## src/rtl/core/bps_pkg.sv

```systemverilog
`default_nettype none
package bps_pkg;

  localparam int PATTERN_DEPTH_DEF = 64;
  localparam int IDX_W = 6;
  localparam int IDX_COUNT = 1 << IDX_W;
  localparam int BYTE_W = 8;
  localparam int TPU_W = 7;
  localparam int COUNT_W = 15;
  localparam int REP_W = 4;
  localparam int CFG_ADDR_W = 3;
  localparam int CFG_DATA_W = 32;

  localparam logic [BYTE_W-1:0] END_MARK = 8'hF0;
  localparam logic [TPU_W-1:0] TPU_RESET = 7'd10;
  localparam logic REG_TPU = 1'b0;

  typedef enum logic [1:0] {
    OP_TICK  = 2'd0,
    OP_LOAD  = 2'd1,
    OP_START = 2'd2,
    OP_STOP  = 2'd3
  } op_t;

  typedef enum logic [2:0] {
    PH_IDLE  = 3'd0,
    PH_START = 3'd1,
    PH_ON    = 3'd2,
    PH_OFF   = 3'd3,
    PH_STOP  = 3'd4
  } phase_t;

  typedef struct packed {
    op_t                op;
    logic [IDX_W-1:0]   index;
    logic [BYTE_W-1:0]  value;
  } item_t;

  typedef struct packed {
    logic   drive;
    phase_t phase;
  } status_t;

endpackage
`default_nettype wire

```

## src/rtl/core/bps_cfg_regs.sv

```systemverilog
`default_nettype none
module bps_cfg_regs
  import bps_pkg::*;
(
  input  wire logic                  clk,
  input  wire logic                  rst,
  input  wire logic                  psel,
  input  wire logic                  penable,
  input  wire logic                  pwrite,
  input  wire logic [CFG_ADDR_W-1:0] paddr,
  input  wire logic [CFG_DATA_W-1:0] pwdata,
  output logic      [CFG_DATA_W-1:0] prdata,
  output logic                       pready,
  output logic      [TPU_W-1:0]      ticks_per_unit
);

  logic wr_en;

  assign pready = 1'b1;
  assign wr_en  = psel && penable && pwrite && pready;

  always_ff @(posedge clk) begin
    if (rst) begin
      ticks_per_unit <= TPU_RESET;
    end else if (wr_en && (paddr[2] == REG_TPU)) begin
      ticks_per_unit <= pwdata[TPU_W-1:0];
    end
  end

  always_comb begin
    prdata = '0;
    if (paddr[2] == REG_TPU) begin
      prdata = {{(CFG_DATA_W-TPU_W){1'b0}}, ticks_per_unit};
    end
  end

endmodule
`default_nettype wire

```

## src/rtl/core/bps_pattern_store.sv

```systemverilog
`default_nettype none
module bps_pattern_store
  import bps_pkg::*;
#(
  parameter int PATTERN_DEPTH = PATTERN_DEPTH_DEF,
  localparam int PW = $clog2(PATTERN_DEPTH)
) (
  input  wire logic              clk,
  input  wire logic              wr_en,
  input  wire logic [IDX_W-1:0]  wr_index,
  input  wire logic [BYTE_W-1:0] wr_data,
  input  wire logic [PW-1:0]     rd_addr,
  output logic      [BYTE_W-1:0] rd_byte
);

  logic [BYTE_W-1:0] mem [PATTERN_DEPTH];
  logic [PW-1:0]     idx_map [IDX_COUNT];
  logic [PW-1:0]     wr_addr;
  logic [BYTE_W-1:0] rd_q;
  logic [BYTE_W-1:0] wr_data_q;
  logic              hit_q;

  // The load index wraps at the store depth.
  for (genvar g = 0; g < IDX_COUNT; g++) begin : g_idx_map
    assign idx_map[g] = PW'(g % PATTERN_DEPTH);
  end

  assign wr_addr = idx_map[wr_index];

  always_ff @(posedge clk) begin
    if (wr_en) begin
      mem[wr_addr] <= wr_data;
    end
    rd_q <= mem[rd_addr];
  end

  // A write to the entry being read this cycle is forwarded.
  always_ff @(posedge clk) begin
    hit_q     <= wr_en && (wr_addr == rd_addr);
    wr_data_q <= wr_data;
  end

  assign rd_byte = hit_q ? wr_data_q : rd_q;

endmodule
`default_nettype wire

```

## src/rtl/core/bps_phase_ctrl.sv

```systemverilog
`default_nettype none
module bps_phase_ctrl
  import bps_pkg::*;
#(
  parameter int PATTERN_DEPTH = PATTERN_DEPTH_DEF,
  localparam int PW = $clog2(PATTERN_DEPTH)
) (
  input  wire logic              clk,
  input  wire logic              rst,
  input  wire logic              accept,
  input  wire item_t             item,
  input  wire logic [BYTE_W-1:0] cur_byte,
  input  wire logic [TPU_W-1:0]  ticks_per_unit,
  output logic      [PW-1:0]     rd_addr,
  output status_t                status
);

  phase_t             phase;
  phase_t             phase_next;
  logic [PW-1:0]      position;
  logic [PW-1:0]      position_next;
  logic [REP_W-1:0]   repeats_done;
  logic [REP_W-1:0]   repeats_done_next;
  logic [COUNT_W-1:0] countdown;
  logic [COUNT_W-1:0] countdown_next;
  logic               drive;
  logic               drive_next;

  logic               is_tick;
  logic               step;
  logic               repeat_ok;
  logic [COUNT_W-1:0] prod;
  logic [COUNT_W-1:0] dur;
  logic [PW-1:0]      pos_inc;

  assign is_tick   = accept && (item.op == OP_TICK) && (phase != PH_IDLE);
  assign step      = is_tick && (countdown <= COUNT_W'(1));
  assign repeat_ok = repeats_done < cur_byte[REP_W-1:0];
  assign prod      = {{(COUNT_W-BYTE_W){1'b0}}, cur_byte}
                   * {{(COUNT_W-TPU_W){1'b0}}, ticks_per_unit};
  assign dur       = (prod == '0) ? COUNT_W'(1) : prod;
  assign pos_inc   = (position == PW'(PATTERN_DEPTH - 1)) ? '0 : position + PW'(1);

  always_comb begin
    phase_next = phase;
    if (accept) begin
      case (item.op)
        OP_TICK: begin
          if (step) begin
            case (phase)
              PH_START: phase_next = PH_ON;
              PH_ON:    phase_next = PH_OFF;
              PH_OFF: begin
                if (cur_byte < END_MARK) begin
                  phase_next = PH_ON;
                end else if (cur_byte == END_MARK) begin
                  phase_next = PH_STOP;
                end else if (repeat_ok) begin
                  phase_next = PH_START;
                end else begin
                  phase_next = PH_STOP;
                end
              end
              default:  phase_next = PH_IDLE;
            endcase
          end
        end
        OP_START: phase_next = PH_START;
        OP_STOP: begin
          if (phase != PH_IDLE) begin
            phase_next = PH_STOP;
          end
        end
        default: phase_next = phase;
      endcase
    end
  end

  always_comb begin
    position_next     = position;
    repeats_done_next = repeats_done;
    countdown_next    = countdown;
    drive_next        = drive;
    if (accept && (item.op == OP_START)) begin
      position_next     = '0;
      repeats_done_next = '0;
    end else if (is_tick && !step) begin
      countdown_next = countdown - COUNT_W'(1);
    end else if (step) begin
      countdown_next = COUNT_W'(1);
      case (phase)
        PH_START: begin
          drive_next     = 1'b1;
          position_next  = pos_inc;
          countdown_next = dur;
        end
        PH_ON: begin
          drive_next     = 1'b0;
          position_next  = pos_inc;
          countdown_next = dur;
        end
        PH_OFF: begin
          if (cur_byte < END_MARK) begin
            drive_next     = 1'b1;
            position_next  = pos_inc;
            countdown_next = dur;
          end else if ((cur_byte != END_MARK) && repeat_ok) begin
            position_next     = '0;
            repeats_done_next = repeats_done + REP_W'(1);
          end
        end
        PH_STOP: drive_next = 1'b0;
        default: drive_next = drive;
      endcase
    end
  end

  always_ff @(posedge clk) begin
    if (rst) begin
      phase        <= PH_IDLE;
      position     <= '0;
      repeats_done <= '0;
      countdown    <= '0;
      drive        <= 1'b0;
    end else begin
      phase        <= phase_next;
      position     <= position_next;
      repeats_done <= repeats_done_next;
      countdown    <= countdown_next;
      drive        <= drive_next;
    end
  end

  assign rd_addr      = position_next;
  assign status.drive = drive;
  assign status.phase = phase;

endmodule
`default_nettype wire

```

## src/rtl/core/buzzer_pattern_sequencer_unit.sv

```systemverilog
`default_nettype none
// Buzzer pattern player. Every input transaction (tick, pattern load, start or
// stop) is taken while no output waits, and the transaction that follows it can
// be taken in the next cycle; the only limit is the single register stage that
// holds the player state and the pattern byte at the current position, which
// is read from the pattern memory using the next position. Each input transaction
// gives exactly one output transaction carrying the buzzer level and phase
// after that input. A new input is held off only while the output transaction
// waits. Pattern bytes have no reset and must be loaded before a pattern plays.
module buzzer_pattern_sequencer_unit
  import bps_pkg::*;
#(
  parameter int PATTERN_DEPTH = PATTERN_DEPTH_DEF
) (
  input  wire logic                  clk,
  input  wire logic                  rst,
  input  wire logic                  in_valid,
  output logic                       in_stall,
  input  wire logic [1:0]            operation,
  input  wire logic [IDX_W-1:0]      entry_index,
  input  wire logic [BYTE_W-1:0]     entry_value,
  output logic                       out_valid,
  input  wire logic                  out_stall,
  output logic                       buzzer_on,
  output logic                       active,
  output logic      [2:0]            phase,
  input  wire logic                  psel,
  input  wire logic                  penable,
  input  wire logic                  pwrite,
  input  wire logic [CFG_ADDR_W-1:0] paddr,
  input  wire logic [CFG_DATA_W-1:0] pwdata,
  output logic      [CFG_DATA_W-1:0] prdata,
  output logic                       pready
);

  localparam int PW = $clog2(PATTERN_DEPTH);

  logic              accept;
  item_t             item;
  status_t           status;
  logic [PW-1:0]     rd_addr;
  logic [BYTE_W-1:0] cur_byte;
  logic [TPU_W-1:0]  ticks_per_unit;

  assign in_stall = out_valid && out_stall;
  assign accept   = in_valid && !in_stall;

  assign item.op    = op_t'(operation);
  assign item.index = entry_index;
  assign item.value = entry_value;

  bps_cfg_regs u_cfg (
    .clk            (clk),
    .rst            (rst),
    .psel           (psel),
    .penable        (penable),
    .pwrite         (pwrite),
    .paddr          (paddr),
    .pwdata         (pwdata),
    .prdata         (prdata),
    .pready         (pready),
    .ticks_per_unit (ticks_per_unit)
  );

  bps_pattern_store #(
    .PATTERN_DEPTH (PATTERN_DEPTH)
  ) u_store (
    .clk      (clk),
    .wr_en    (accept && (item.op == OP_LOAD)),
    .wr_index (item.index),
    .wr_data  (item.value),
    .rd_addr  (rd_addr),
    .rd_byte  (cur_byte)
  );

  bps_phase_ctrl #(
    .PATTERN_DEPTH (PATTERN_DEPTH)
  ) u_ctrl (
    .clk            (clk),
    .rst            (rst),
    .accept         (accept),
    .item           (item),
    .cur_byte       (cur_byte),
    .ticks_per_unit (ticks_per_unit),
    .rd_addr        (rd_addr),
    .status         (status)
  );

  always_ff @(posedge clk) begin
    if (rst) begin
      out_valid <= 1'b0;
    end else if (accept) begin
      out_valid <= 1'b1;
    end else if (!out_stall) begin
      out_valid <= 1'b0;
    end
  end

  assign buzzer_on = status.drive;
  assign phase     = status.phase;
  assign active    = status.phase != PH_IDLE;

  a_stall_needs_result: assert property (@(posedge clk) disable iff (rst)
    in_stall |-> out_valid)
    else $error("input stalled with no pending result");

  a_accept_gives_result: assert property (@(posedge clk) disable iff (rst)
    accept |=> out_valid)
    else $error("accepted transaction produced no result");

  a_start_enters_start: assert property (@(posedge clk) disable iff (rst)
    (accept && (item.op == OP_START)) |=> (status.phase == PH_START))
    else $error("start did not enter the start phase");

  a_stop_enters_stop: assert property (@(posedge clk) disable iff (rst)
    (accept && (item.op == OP_STOP) && (status.phase != PH_IDLE))
      |=> (status.phase == PH_STOP))
    else $error("stop while playing did not enter the stop phase");

  a_idle_silent: assert property (@(posedge clk) disable iff (rst)
    (status.phase == PH_IDLE) |-> !status.drive)
    else $error("buzzer driven while idle");

endmodule
`default_nettype wire

```

## config.mk

```make
export PLATFORM = sky130hd
export DESIGN_NAME = buzzer_pattern_sequencer_unit
export DESIGN_NICKNAME = d
export VERILOG_FILES = /design/src/rtl/core/bps_pkg.sv /design/src/rtl/core/bps_cfg_regs.sv /design/src/rtl/core/bps_pattern_store.sv /design/src/rtl/core/bps_phase_ctrl.sv /design/src/rtl/core/buzzer_pattern_sequencer_unit.sv
export SDC_FILE = /design/constraint.sdc
export NUM_CORES = 1
export LEC_CHECK = 0
export BUFFER_PORTS_ARGS = -buffer_cell sky130_fd_sc_hd__buf_2
export CELL_PAD_IN_SITES_DETAIL_PLACEMENT = 0
export CELL_PAD_IN_SITES_GLOBAL_PLACEMENT = 1
export CORE_AREA = 2 2 240 242
export CTS_CLUSTER_DIAMETER = 50
export CTS_CLUSTER_SIZE = 14
export DETAILED_ROUTE_END_ITERATION = 10
export DIE_AREA = 0 0 242 244
export GPL_ROUTABILITY_DRIVEN = 0
export PLACE_DENSITY_LB_ADDON = 0.1
export SYNTH_ARGS = -nofsm -noshare
export SYNTH_HDL_FRONTEND = slang
export SYNTH_SLANG_ARGS = --single-unit
export TNS_END_PERCENT = 100
```

## constraint.sdc

```tcl
create_clock -name clk -period 6.27 [get_ports clk]
set_input_delay 0.627 -clock clk [delete_from_list [all_inputs] [get_ports clk]]
set_output_delay 0.627 -clock clk [all_outputs]
set_load 0.01 [all_outputs]
```

Word level (Yosys, flattened, before mapping) --
Memory sizes are Yosys's and may differ from the RTL's. A register that Yosys moved wholly into a read port is not among the register bits. Index checks and enable logic that the tools add are counted.
Cells by class: add/sub/neg operators 3, multiply operators 1, order comparisons 4, equality and inequality tests 15, muxes and demuxes 29, bitwise logic cells 5, reductions and logical operators 28
Operators with widths (count):
- two-way mux 15 bit | 4
- two-way mux 6 bit | 8
- case mux 15 bit (2 select lines) | 1
- case mux 3 bit (3 select lines) | 2
- <= comparator 15 x 1 -> 1 bit, second input constant | 1
- zero test 15 bit | 1
- multiplier 8 x 7 -> 15 bit | 1
- two-way mux 3 bit | 5
- subtractor 15 x 1 -> 15 bit, second input constant | 1
- logical AND 1 bit | 13
- case mux 6 bit (2 select lines) | 1
- AND reduction 5 bit | 2
- nonzero test 3 bit | 3
- equality test 8 bit, second input constant | 1
- less-than comparator 8 bit, second input constant | 1
- two-way mux 8 bit | 1
- inequality test 8 bit, second input constant | 1
- >= comparator 7 bit, second input constant | 1
- two-way mux 7 bit | 1
- inverter 6 -> 7 bit | 1
- adder 6 x 1 -> 6 bit, second input constant | 1
- equality test 3 x 2 -> 1 bit, second input constant | 2
- equality test 6 bit | 1
- equality test 6 bit, second input constant | 1
- other kinds (17) | 30
Storage, ports and cells: bits in registers 46, RAM bits 512, bits in read-only memories 384, input bits 58, output and inout bits 40, logic and storage cells 96, memories kept 2
Memory list:
- u_store.mem | depth 64, bits a word 8, rd ports 1, clocked after Yosys merged registers in 1, wr ports 1, RTL line bps_pattern_store.sv:16 | logic [BYTE_W-1:0] mem [PATTERN_DEPTH];
- (name not given) | depth 64, bits a word 6, rd ports 1, clocked after Yosys merged registers in 0, wr ports 0, RTL line bps_pattern_store.sv:28 | assign wr_addr = idx_map[wr_index];

Longest topological paths before layout --
Gate-level depths: netlist of run 1.
depth after elaboration 12, gate-level depth with buffers 20, mapped depth without buffers 19

Modules after synthesis --
From an unflattened synthesis of run 1, not the netlist that was laid out.
Unflattened totals: cells, all modules 1482, area, all modules 24841.3 um^2
Modules (own cells, without submodules):
- bps_pattern_store | instances 1, cells each 944, area an instance 20410.8 um^2, sequential area each 15715.1 um^2
- bps_phase_ctrl | instances 1, cells each 465, area an instance 3792.4 um^2, sequential area each 580.6 um^2
- bps_cfg_regs | instances 1, cells each 66, area an instance 576.8 um^2, sequential area each 140.1 um^2
- buzzer_pattern_sequencer_unit | instances 1, cells each 7, area an instance 61.3 um^2, sequential area each 20.0 um^2

Least setup slack after synthesis of run 1 --
OpenSTA, ideal clock, no wires.
path kind flip-flop to flip-flop, from reg u_store.hit_q, to reg u_ctrl.countdown[0], setup time 58 ps, arrival time 5314 ps, required time 6212 ps, slack 898 ps, cell stages (with the launch flop) 21, buffers on the path 1, period minus slack after synthesis 5372 ps, path through dfxtp_1 > buf_2 > mux2_2 > and2_1 > fa_1 > inv_1 > fa_1 > inv_1 > fa_1 > inv_1 > fa_1 > inv_1 > ha_1 > a21boi_0 > o21ai_0 > a21o_1 > nand2_1 > a2111oi_0 > o31ai_1 > a2111oi_0 > o21a_1
Between the ends: longest elaborated chain between the ends 8, elaborated cells between the ends (all ways) 9, those cells by class 1 x mul; 1 x order compare; 6 x mux; 1 x reduce/logical
RTL lines:
- start, declared | RTL line bps_pattern_store.sv:21 | logic hit_q;
- start signal, assigned | RTL line bps_pattern_store.sv:39 | hit_q <= wr_en && (wr_addr == rd_addr);
- two-way mux 8 bit (*) | RTL line bps_pattern_store.sv:43 | assign rd_byte = hit_q ? wr_data_q : rd_q;
- multiplier 8 x 7 -> 15 bit | RTL line bps_phase_ctrl.sv:40 | * {{(COUNT_W-TPU_W){1'b0}}, ticks_per_unit};
- zero test 15 bit | RTL line bps_phase_ctrl.sv:41 | assign dur = (prod == '0) ? COUNT_W'(1) : prod;
- two-way mux 15 bit | RTL line bps_phase_ctrl.sv:41
- two-way mux 15 bit | RTL line bps_phase_ctrl.sv:103 | if (cur_byte < END_MARK) begin
- case mux 15 bit (2 select lines) (*) | RTL line bps_phase_ctrl.sv:91 | case (phase)
- two-way mux 15 bit (*) | RTL line bps_phase_ctrl.sv:89 | end else if (step) begin
- two-way mux 15 bit (*) | RTL line bps_phase_ctrl.sv:87 | end else if (is_tick && !step) begin
- end signal, assigned | RTL line bps_phase_ctrl.sv:129 | countdown <= countdown_next;
- end, declared | RTL line bps_phase_ctrl.sv:24 | logic [COUNT_W-1:0] countdown;
Mark *: on every way between the ends. The rest lies on a longest branch, timed or not. The select of a mux whose other input is x is not followed. A chain may end at the register's enable or synchronous reset.

Worst setup path in the final report of run 1 --
Ends and elaborated chain as after synthesis.

==> flow_summary.ini, run 1 <==
[critical_path]
worstPathMaxFanout = 9
cpPeakStageDelay_ns = 0.58
r2r_start = u_store.hit_q
path_cells = mux2_2 -> and2_1 -> fa_1 -> inv_1 -> fa_1 -> inv_1 -> fa_1 -> inv_1 -> fa_1 -> inv_1 -> ha_1 -> a21boi_0 -> o21ai_0 -> a21o_1 -> nand2_1 -> a2111oi_1 -> o31ai_1 -> a2111oi_0 -> o21a_1
critPathTopFamily = adder cells
cp_num_buf_inv = 4
crit_required_ns = 6.85
ff2ff_setup_slack_ns = 0.44
critPathKind = flip-flop to flip-flop
arrival_ns = 6.41
cp-end-kind = flip-flop
r2r-end = u_ctrl.countdown[0]
startpoint = u_store.hit_q
slowest_stage = a2111oi_1
crit_path_start_kind = flip-flop
r2r.worst_path.cells = 19

[cts]
cts_hold_buf = 0
clock_sinks = 566
clk_pin_slew_worst_paths_ns = 0.06
post_cts_buffers = 0
cts_tree = yes
h-tree-depth = 2
cts.path.max_buffers = 3
cts-buffers-inserted = 58
cts_resized = 0
clk_latency_ns = 0.64
root_buffer = clkbuf_16

[sta]
max_slew_margin = 0.255
finClkSkew_ns = 0.0238
fmax_mhz = 172
tns_ns = 0
hold_violations = 0
min_period_over_period = 0.930
setup_slack_ns = 0.440
fin_crit_ns = 5.83
setup_viol = 0
worst_pin_slew_ns = 1.11
grt_setup_unrepaired = false
drv_slew = 0

[die]
core_um2 = 56200
pin_count = 98
fp.dieW_um = 242
start_util = 0.448
rows = 87
die_area_um2 = 59000
die_y_um = 244

[power_and_ir_drop]
intPower_uw = 6100
total_power_uw = 7870
switching_power_uw = 1760
switching_share = 0.224
power.leakage_uw = 0.00934
power.density_nw_per_um2 = 279
pwr-share-seq = 0.525
clockPowerShare = 0.436
peakVddDrop_v = 0.000220
power_frac_comb = 0.039

[global_routing]
grt_use_total = 0.238
grt_first_pass_wirelength_um = 105000
antenna_found_initial = 2
grt_pass1_vias = 16100
grt_max_degree = 76
global_route.overflow_total = 0

[finish]
layout_common_cells = edfxtp_1, nand2_1, nor2_1, o221ai_1, a21oi_1
areaGrowthSynthToFinish_pct = 12.1
layout_commonest_cell = edfxtp_1
drive_gt1_frac = 0.122
nNetsFinal = 2102

[worst_hold_path]
hold_start = in_valid
hold_path_class = primary input to flip-flop
min_to = out_valid
worstHoldPathCells = 2

[logic_synthesis]
synth_edf_count = 512
synth-async-reset-ratio = 0
yosysWarnings = 0
yosysTopAreaCellShare = 0.611
synth_area_per_cell_um2 = 13.1
yosys.cell_types.count = 80
yosys_most_used_dff = edfxtp_1
seq_area_frac_synth = 0.654
synth_area_um2 = 25200
syn_inst = 1917
synth_seq_cells = 566
synth.largest_area_cell = edfxtp_1
synth.area.top_cells = edfxtp_1, dfxtp_1, o221ai_1

[route]
drtAntennaViolNets = 0
drtPass1Iterations = 7
drc_errors = 0
vias_per_cell = 5.86
vias = 16300
postRouteWirelength_um = 70800
wl_per_cell_um = 25.5
drt_iter0_markers = 1770

[place]
post-place-ws_ns = 0.405
dpl.hpwl_um = 45500
io_buffers = 44

[outcome]
status = finished clean

[job]
cap_viol_max_count = 0
[worst register-to-register path, cell delays in order, from the launching register on]
cell and delay, ns:
dfxtp_1 0.54, mux2_2 0.46, and2_1 0.20, fa_1 0.55, inv_1 0.06, fa_1 0.53, inv_1 0.05, fa_1 0.48
inv_1 0.05, fa_1 0.47, inv_1 0.04, ha_1 0.30, a21boi_0 0.13, o21ai_0 0.25, a21o_1 0.18, nand2_1 0.09
a2111oi_1 0.58, o31ai_1 0.14, a2111oi_0 0.49, o21a_1 0.20
[how the worst max path moves through the flow]
stage                          endpoint  slack [ns]  depth (start not counted)
CTS                 u_ctrl.countdown[0]        0.38                         19
global placement    u_ctrl.countdown[0]        0.41                         19
finish              u_ctrl.countdown[0]        0.44                         19
floorplan           u_ctrl.countdown[0]        0.90                         20
detailed placement  u_ctrl.countdown[0]        0.40                         19
global route        u_ctrl.countdown[0]        0.02                         19
[cell usage after synthesis, drive strengths merged, types with 40 or more instances]
cell type,n
edfxtp,512
nand3,80
nor2,117
nand2,206
a21oi,103
mux2i,64
dfxtp,54
o221ai,111
inv,49
clkbuf,47
ha,40
buf,90
nor2b,41
[sequential cells by signal, summed over array words and instances (netlist names)]
signal,cells
u_store.mem,512
u_ctrl.countdown,15
u_store.rd_q,8
u_store.wr_data_q,8
u_cfg.ticks_per_unit,7
u_ctrl.position,6
u_ctrl.repeats_done,4
u_ctrl.phase,3
out_valid,1
u_ctrl.drive,1
u_store.hit_q,1
[layout make-up]
cell class	instances	area, µm²
fill	4948	28000
sequential	566	16500
multi-input combinational	1189	7950
clock buffer	72	1580
tap	756	946
timing repair buffer	111	761
clock inverter	35	323
inverter	49	184
antenna	1	2.50
[layer usage]
metal | part of all wire | wire length, µm | up-vias | track usage
li1 | - | - | 7457 | -
met1 | 0.42 | 29800 | 8263 | 0.318
met2 | 0.50 | 35100 | 462 | 0.406
met3 | 0.058 | 4090 | 103 | 0.0382
met4 | 0.024 | 1730 | 2 | 0.0632
met5 | 0.00017 | 12 | - | 0
[kinds of logic (layout without fill, tap and decap cells)]
logic type	Yosys count	in the layout	share of synthesized area
AOI/OAI and AO/OA	410	410	0.118
muxes	71	71	0.0286
adders and majority gates	69	69	0.0430
other	2	27	0.000299
xor gates and xnor gates	25	25	0.00871
and+or+nand+nor	588	588	0.113
DFF	566	566	0.654
buffers and inverters	186	267	0.0349
[through the flow]
step | hold slack (ns) | std cells | utilization | cell area (µm²)
after floorplan | 0.458 | 1941 | - | 25200
after global placement | 0.470 | 2671 | 0.468 | 26300
after detailed placement | 0.477 | 2671 | 0.468 | 26300
after CTS | 0.180 | 2778 | 0.502 | 28200
after global routing | 0.203 | 2778 | 0.502 | 28200
final | 0.221 | 2779 | 0.502 | 28200
[power groups by stage]
stage / registers (µW) / clock network (µW) / logic [µW]
detailed placement: 4210 / 0 / 308
finish: 4130 / 3430 / 307
floorplan: 4210 / 0 / 176
global route: 4130 / 3640 / 338
global placement: 4210 / 0 / 304
CTS: 4130 / 3490 / 310
(Power assumes the default switching activity.)
==> inputs of run 2 (changes only) <==
==> constraint.sdc (replaced) <==
create_clock -name clk -period 5.9 [get_ports clk]
set_input_delay 0.59 -clock clk [delete_from_list [all_inputs] [get_ports clk]]
set_output_delay 0.59 -clock clk [all_outputs]
set_load 0.01 [all_outputs]
==> run 2 against run 1 <==
Effect of this change: utilization rose by 0.94 points; flip-flop and latch count did not move; clock power rose by 22%; fmax rose by 7.4%; critical endpoint unchanged; clock-buffer cell count rose by 1; via count rose by 1.0%; non-clock buffer count rose by 12; sequential share of layout area fell by 1.1 points; clock skew rose by 0.016 ns; largest cell class unchanged.
==> flow_summary.ini, run 2 (synthesis results as in run 1) <==
[power_and_ir_drop]
peakVddDrop_v = 0.000213
power.leakage_uw = 0.00958
power.density_nw_per_um2 = 310
total_power_uw = 8910

[die]
pin_count = 98
core_um2 = 56200
rows = 87
start_util = 0.448
die_y_um = 244
die_area_um2 = 59000
fp.dieW_um = 242

[worst_hold_path]
hold_path_class = primary input to flip-flop

[finish]
post-route-util = 0.511
largest-register = u_store.mem
nNetsFinal = 2124
layout_common_cells = edfxtp_1, nand2_1, nor2_1, o221ai_1, a21oi_1
drive_gt1_frac = 0.134
ff_latch_area_um2 = 16500
top_regs = u_store.mem: 512 flops, u_ctrl.countdown: 15 flops
largest_reg_flops = 512
areaGrowthSynthToFinish_pct = 14.2
multi_input_area_um2 = 7960
final_cells = 2802
fillerInstances = 4962
layout_commonest_cell = edfxtp_1

[sta]
min_period_over_period = 0.920
fin_crit_ns = 5.43
finClkSkew_ns = 0.0397
worst_pin_slew_ns = 1.38
grt_setup_unrepaired = false
tns_ns = 0
fmax_mhz = 184
hold_violations = 0
setup_viol = 0
setup_slack_ns = 0.471
drv_slew = 0
max_slew_margin = 0.0742

[global_routing]
grt.met1_usage = 0.319
use_met2 = 0.408
grt_first_pass_wirelength_um = 107000
grt_pass1_vias = 16500
top_usage_layer = met2
grt_max_degree = 75
antenna_found_initial = 3
gr-usage-met3 = 0.0341
global_route.overflow_total = 0
grt_use_total = 0.240

[place]
dpl.hpwl_um = 45400
dp_cells = 2683
io_buffers = 44
post-place-ws_ns = 0.245

[critical_path]
crit_path_start_kind = flip-flop
crit_required_ns = 6.43
cp-end-kind = flip-flop
arrival_ns = 5.96
critPathTopFamily = adder cells
slowest_stage = fa_1
worstPathMaxFanout = 7
critPathKind = flip-flop to flip-flop
path_cells = mux2_2 -> and2_1 -> fa_1 -> inv_1 -> fa_1 -> inv_1 -> fa_1 -> inv_1 -> fa_1 -> inv_1 -> ha_1 -> a21boi_0 -> o21ai_0 -> a21o_1 -> nand2_1 -> a2111oi_2 -> o31ai_1 -> a2111oi_1 -> o21a_1
cp_num_buf_inv = 4
cpPeakStageDelay_ns = 0.55

[route]
drtAntennaViolNets = 0
vias = 16500
drc_errors = 0
vias_per_cell = 5.87
drtPass1Iterations = 5
postRouteWirelength_um = 70700
wl_per_cell_um = 25.2
drt_iter0_markers = 1613

[cts]
clk_pin_slew_worst_paths_ns = 0.06
cts-buffers-inserted = 68
cts_hold_buf = 0
clk_latency_ns = 0.62
clock_sinks = 566
root_buffer = clkbuf_16
cts.path.max_buffers = 3
h-tree-depth = 3
cts_tree = yes

[job]
cap_viol_max_count = 0

[outcome]
status = finished clean
## run 2: cell types whose count changed in the layout (fill, tap and decap cells not counted), moves of 4 or more
cell / change
clkbuf_1: -4
clkbuf_16: +8
clkinv_2: -5
buf_12: +6
buf_4: +6
inv_6: +4
## run 2: worst paths after layout
path | endpoint | from | slack (ns) | cells after the start
setup / recovery | u_ctrl.countdown[0] | u_store.hit_q | 0.47 | 19
hold / removal | u_cfg.ticks_per_unit[3] | pwdata[3] | 0.21 | 3
setup reg to reg | u_ctrl.countdown[0] | u_store.hit_q | 0.47 | 19
hold reg to reg | u_ctrl.countdown[11] | u_ctrl.countdown[11] | 0.51 | 2
## run 2: repair_timing
item,CTS,global route
setup endpoints to repair,0,1
gates resized for setup,0,3
setup buffers,0,0
## run 2: layout make-up
cell class | instances | area share
Sequential cell | 566 | 0.573
Multi-Input combinational cell | 1189 | 0.277
Clock buffer | 73 | 0.0599
Tap cell | 756 | 0.0329
Timing Repair Buffer | 123 | 0.0322
Clock inverter | 45 | 0.0186
Inverter | 49 | 0.00640
Antenna cell | 1 | 0.0000871
## run 2: where the power goes
group	switching (µW)	internal, µW	leakage (µW)
clock	1790	2400	0.00108
sequential	13.2	4380	0.00504
combinational	239	87.7	0.00346
total	2040	6870	0.00958
## run 2: tightest hold or removal path, cell delays in order
cell and delay [ns]:
buf_2 0.08, mux2i_1 0.05, nand2_1 0.06
## run 2: layer usage
metal  vias to the layer above  share of wire
met5                         -              0
met2                       481           0.49
met3                       113          0.050
met4                         0          0.031
li1                       7520              -
met1                      8340           0.42
## run 2: stage by stage
stage	hold WS (ns)	cell area, µm²
finish	0.208	28700
global route	0.208	28700
CTS	0.182	28700
detailed placement	0.499	26500
global placement	0.468	26500
floorplan	0.458	25200
==> inputs of run 3 (changes only) <==
--- a/config.mk
+++ b/config.mk
@@ -15,6 +15,7 @@
 export DIE_AREA = 0 0 242 244
 export GPL_ROUTABILITY_DRIVEN = 0
 export PLACE_DENSITY_LB_ADDON = 0.1
+export RECOVER_POWER = 100
 export SYNTH_ARGS = -nofsm -noshare
 export SYNTH_HDL_FRONTEND = slang
 export SYNTH_SLANG_ARGS = --single-unit
==> run 3 against run 2 <==
Effect of this change: the flow now finishes with violations (max-capacitance violations, max-slew violations); clock-buffer cell count is the same; sequential share of layout area grew 0.21 points; final area shrank 0.37%; sequential power is essentially flat; final cell count is the same; register-to-register slack lost 0.30 ns; critical endpoint is now u_store.rd_q[7]; largest cell class unchanged.
==> flow_summary.ini, run 3 (synthesis results as in run 1) <==
[critical_path]
path_cells = nor3_1 -> or4_1 -> nor4_1 -> a22o_1 -> buf_4 -> nor2_4 -> clkbuf_2 -> o221ai_1 -> a21oi_1 -> o21ai_0 -> nand4b_1 -> or4_1
cp-end-kind = flip-flop
ff2ff_setup_slack_ns = 0.17
r2r-end = u_store.rd_q[7]
r2r.worst_path.cells = 12
r2r_start = u_ctrl.phase[2]
slowest_stage = nor4_1
arrival_ns = 6.19
crit_path_start_kind = flip-flop
worstPathMaxFanout = 51
critPathTopFamily = simple AND/OR/NAND/NOR gates
crit_required_ns = 6.36
startpoint = u_ctrl.phase[2]
crit_path_frequent_cell = or4_1
cpPeakStageDelay_ns = 0.88
cp_num_buf_inv = 2
critPathKind = flip-flop to flip-flop

[route]
vias_per_cell = 5.88
postRouteWirelength_um = 70900
drtAntennaViolNets = 0
drt_iter0_markers = 1665
vias = 16500
drtPass1Iterations = 5
drc_errors = 0
wl_per_cell_um = 25.3

[worst_hold_path]
hold_start = pwdata[3]
hold_path_class = primary input to flip-flop
min_to = u_cfg.ticks_per_unit[3]
worstHoldPathCells = 3

[finish]
layout_common_cells = edfxtp_1, nand2_1, nor2_1, o221ai_1, a21oi_1
multi_input_area_um2 = 7920
fillerInstances = 4987
nNetsFinal = 2124
ff_latch_area_um2 = 16500
areaGrowthSynthToFinish_pct = 13.8
post-route-util = 0.510
drive_gt1_frac = 0.121
largest_reg_flops = 512
layout_commonest_cell = edfxtp_1
largest-register = u_store.mem
finalInstanceArea_um2 = 28600
top_regs = u_store.mem: 512 flops, u_ctrl.countdown: 15 flops

[place]
dpl_cell_area_um2 = 26500
dpl.hpwl_um = 45400
io_buffers = 44
post-place-ws_ns = 0.245

[sta]
hold_ws_ns = 0.209
max_slew_margin = -1.42
fmax_mhz = 175
grt_setup_unrepaired = false
min_period_over_period = 0.971
drv_slew = 560
worst_pin_slew_ns = 3.63
tns_ns = 0
hold_violations = 0
fin_crit_ns = 5.73
setup_slack_ns = 0.173
setup_viol = 0
finClkSkew_ns = 0.0386

[cts]
root_buffer = clkbuf_16
cts_hold_buf = 0
clk_latency_ns = 0.62
cts.path.max_buffers = 3
cts-buffers-inserted = 68
clock_sinks = 566
h-tree-depth = 3
clk_pin_slew_worst_paths_ns = 0.06
post_cts_buffers = 0
cts_tree = yes

[global_routing]
grt_first_pass_wirelength_um = 107000
use_met2 = 0.408
global_route.overflow_total = 0
grt_use_total = 0.240
grt.met1_usage = 0.319
gr-usage-met3 = 0.0341
antenna_found_initial = 3
top_usage_layer = met2
grt_max_degree = 75
grt_pass1_vias = 16500

[job]
cap_viol_max_count = 9

[power_and_ir_drop]
power.density_nw_per_um2 = 311
power.leakage_uw = 0.00949
peakVddDrop_v = 0.000214

[die]
start_util = 0.448
core_um2 = 56200
rows = 87
pin_count = 98
die_area_um2 = 59000
die_y_um = 244
fp.dieW_um = 242

[outcome]
status = complete, but fails checks
violations = max-capacitance violations, max-slew violations
-- run 3: final cells by class --
cell class | count | share of cell area
Sequential cell | 566 | 0.575
Multi-Input combinational cell | 1189 | 0.277
Clock buffer | 73 | 0.0601
Tap cell | 756 | 0.0331
Timing Repair Buffer | 123 | 0.0299
Clock inverter | 45 | 0.0187
Inverter | 49 | 0.00643
Antenna cell | 1 | 0.0000874
-- run 3: where the power goes --
| part | internal (µW) | switching (µW) | total (µW) |
|---|---|---|---|
| clock network | 2400 | 1790 | 4190 |
| registers | 4390 | 13.4 | 4400 |
| logic | 82.7 | 239 | 321 |
| total | 6880 | 2040 | 8910 |
-- run 3: worst max-delay path by stage --
| stage | to | slack (ns) | cells after the start |
|---|---|---|---|
| 3_3_place_gp | u_ctrl.countdown[0] | 0.27 | 19 |
| 6_report | u_store.rd_q[7] | 0.17 | 12 |
| 3_5_place_dp | u_ctrl.countdown[0] | 0.25 | 19 |
| 5_1_grt | u_store.rd_q[3] | 0.06 | 17 |
| 2_1_floorplan | u_ctrl.countdown[0] | 0.53 | 20 |
| 4_1_cts | u_ctrl.countdown[0] | 0.21 | 19 |
-- run 3: worst register-to-register path, cell delays in order (launching register included) --
cell and delay (ns):
dfxtp_1 0.62, nor3_1 0.22, or4_1 0.74, nor4_1 0.89, a22o_1 0.31, buf_4 0.19
nor2_4 0.05, clkbuf_2 0.69, o221ai_1 0.58, a21oi_1 0.14, o21ai_0 0.46, nand4b_1 0.14
or4_1 0.58
-- run 3: what timing repair did --
item,4_1_cts,5_1_grt
resized for setup,0,3
endpoints found under the hold margin,0,0
setup endpoints to repair,0,1
-- run 3: per-stage QoR --
stage | power (µW) | instances
detailed placement | 4810 | 2683
CTS | 8970 | 2801
global route | 9170 | 2801
global placement | 4800 | 2683
floorplan | 4660 | 1941
finish | 8910 | 2802
-- run 3: per-layer routing --
| layer | vias up | routed length (µm) |
|---|---|---|
| li1 | 7517 | - |
| met1 | 8312 | 29900 |
| met2 | 540 | 35000 |
| met3 | 114 | 3840 |
| met4 | 0 | 2180 |
| met5 | - | 0 |
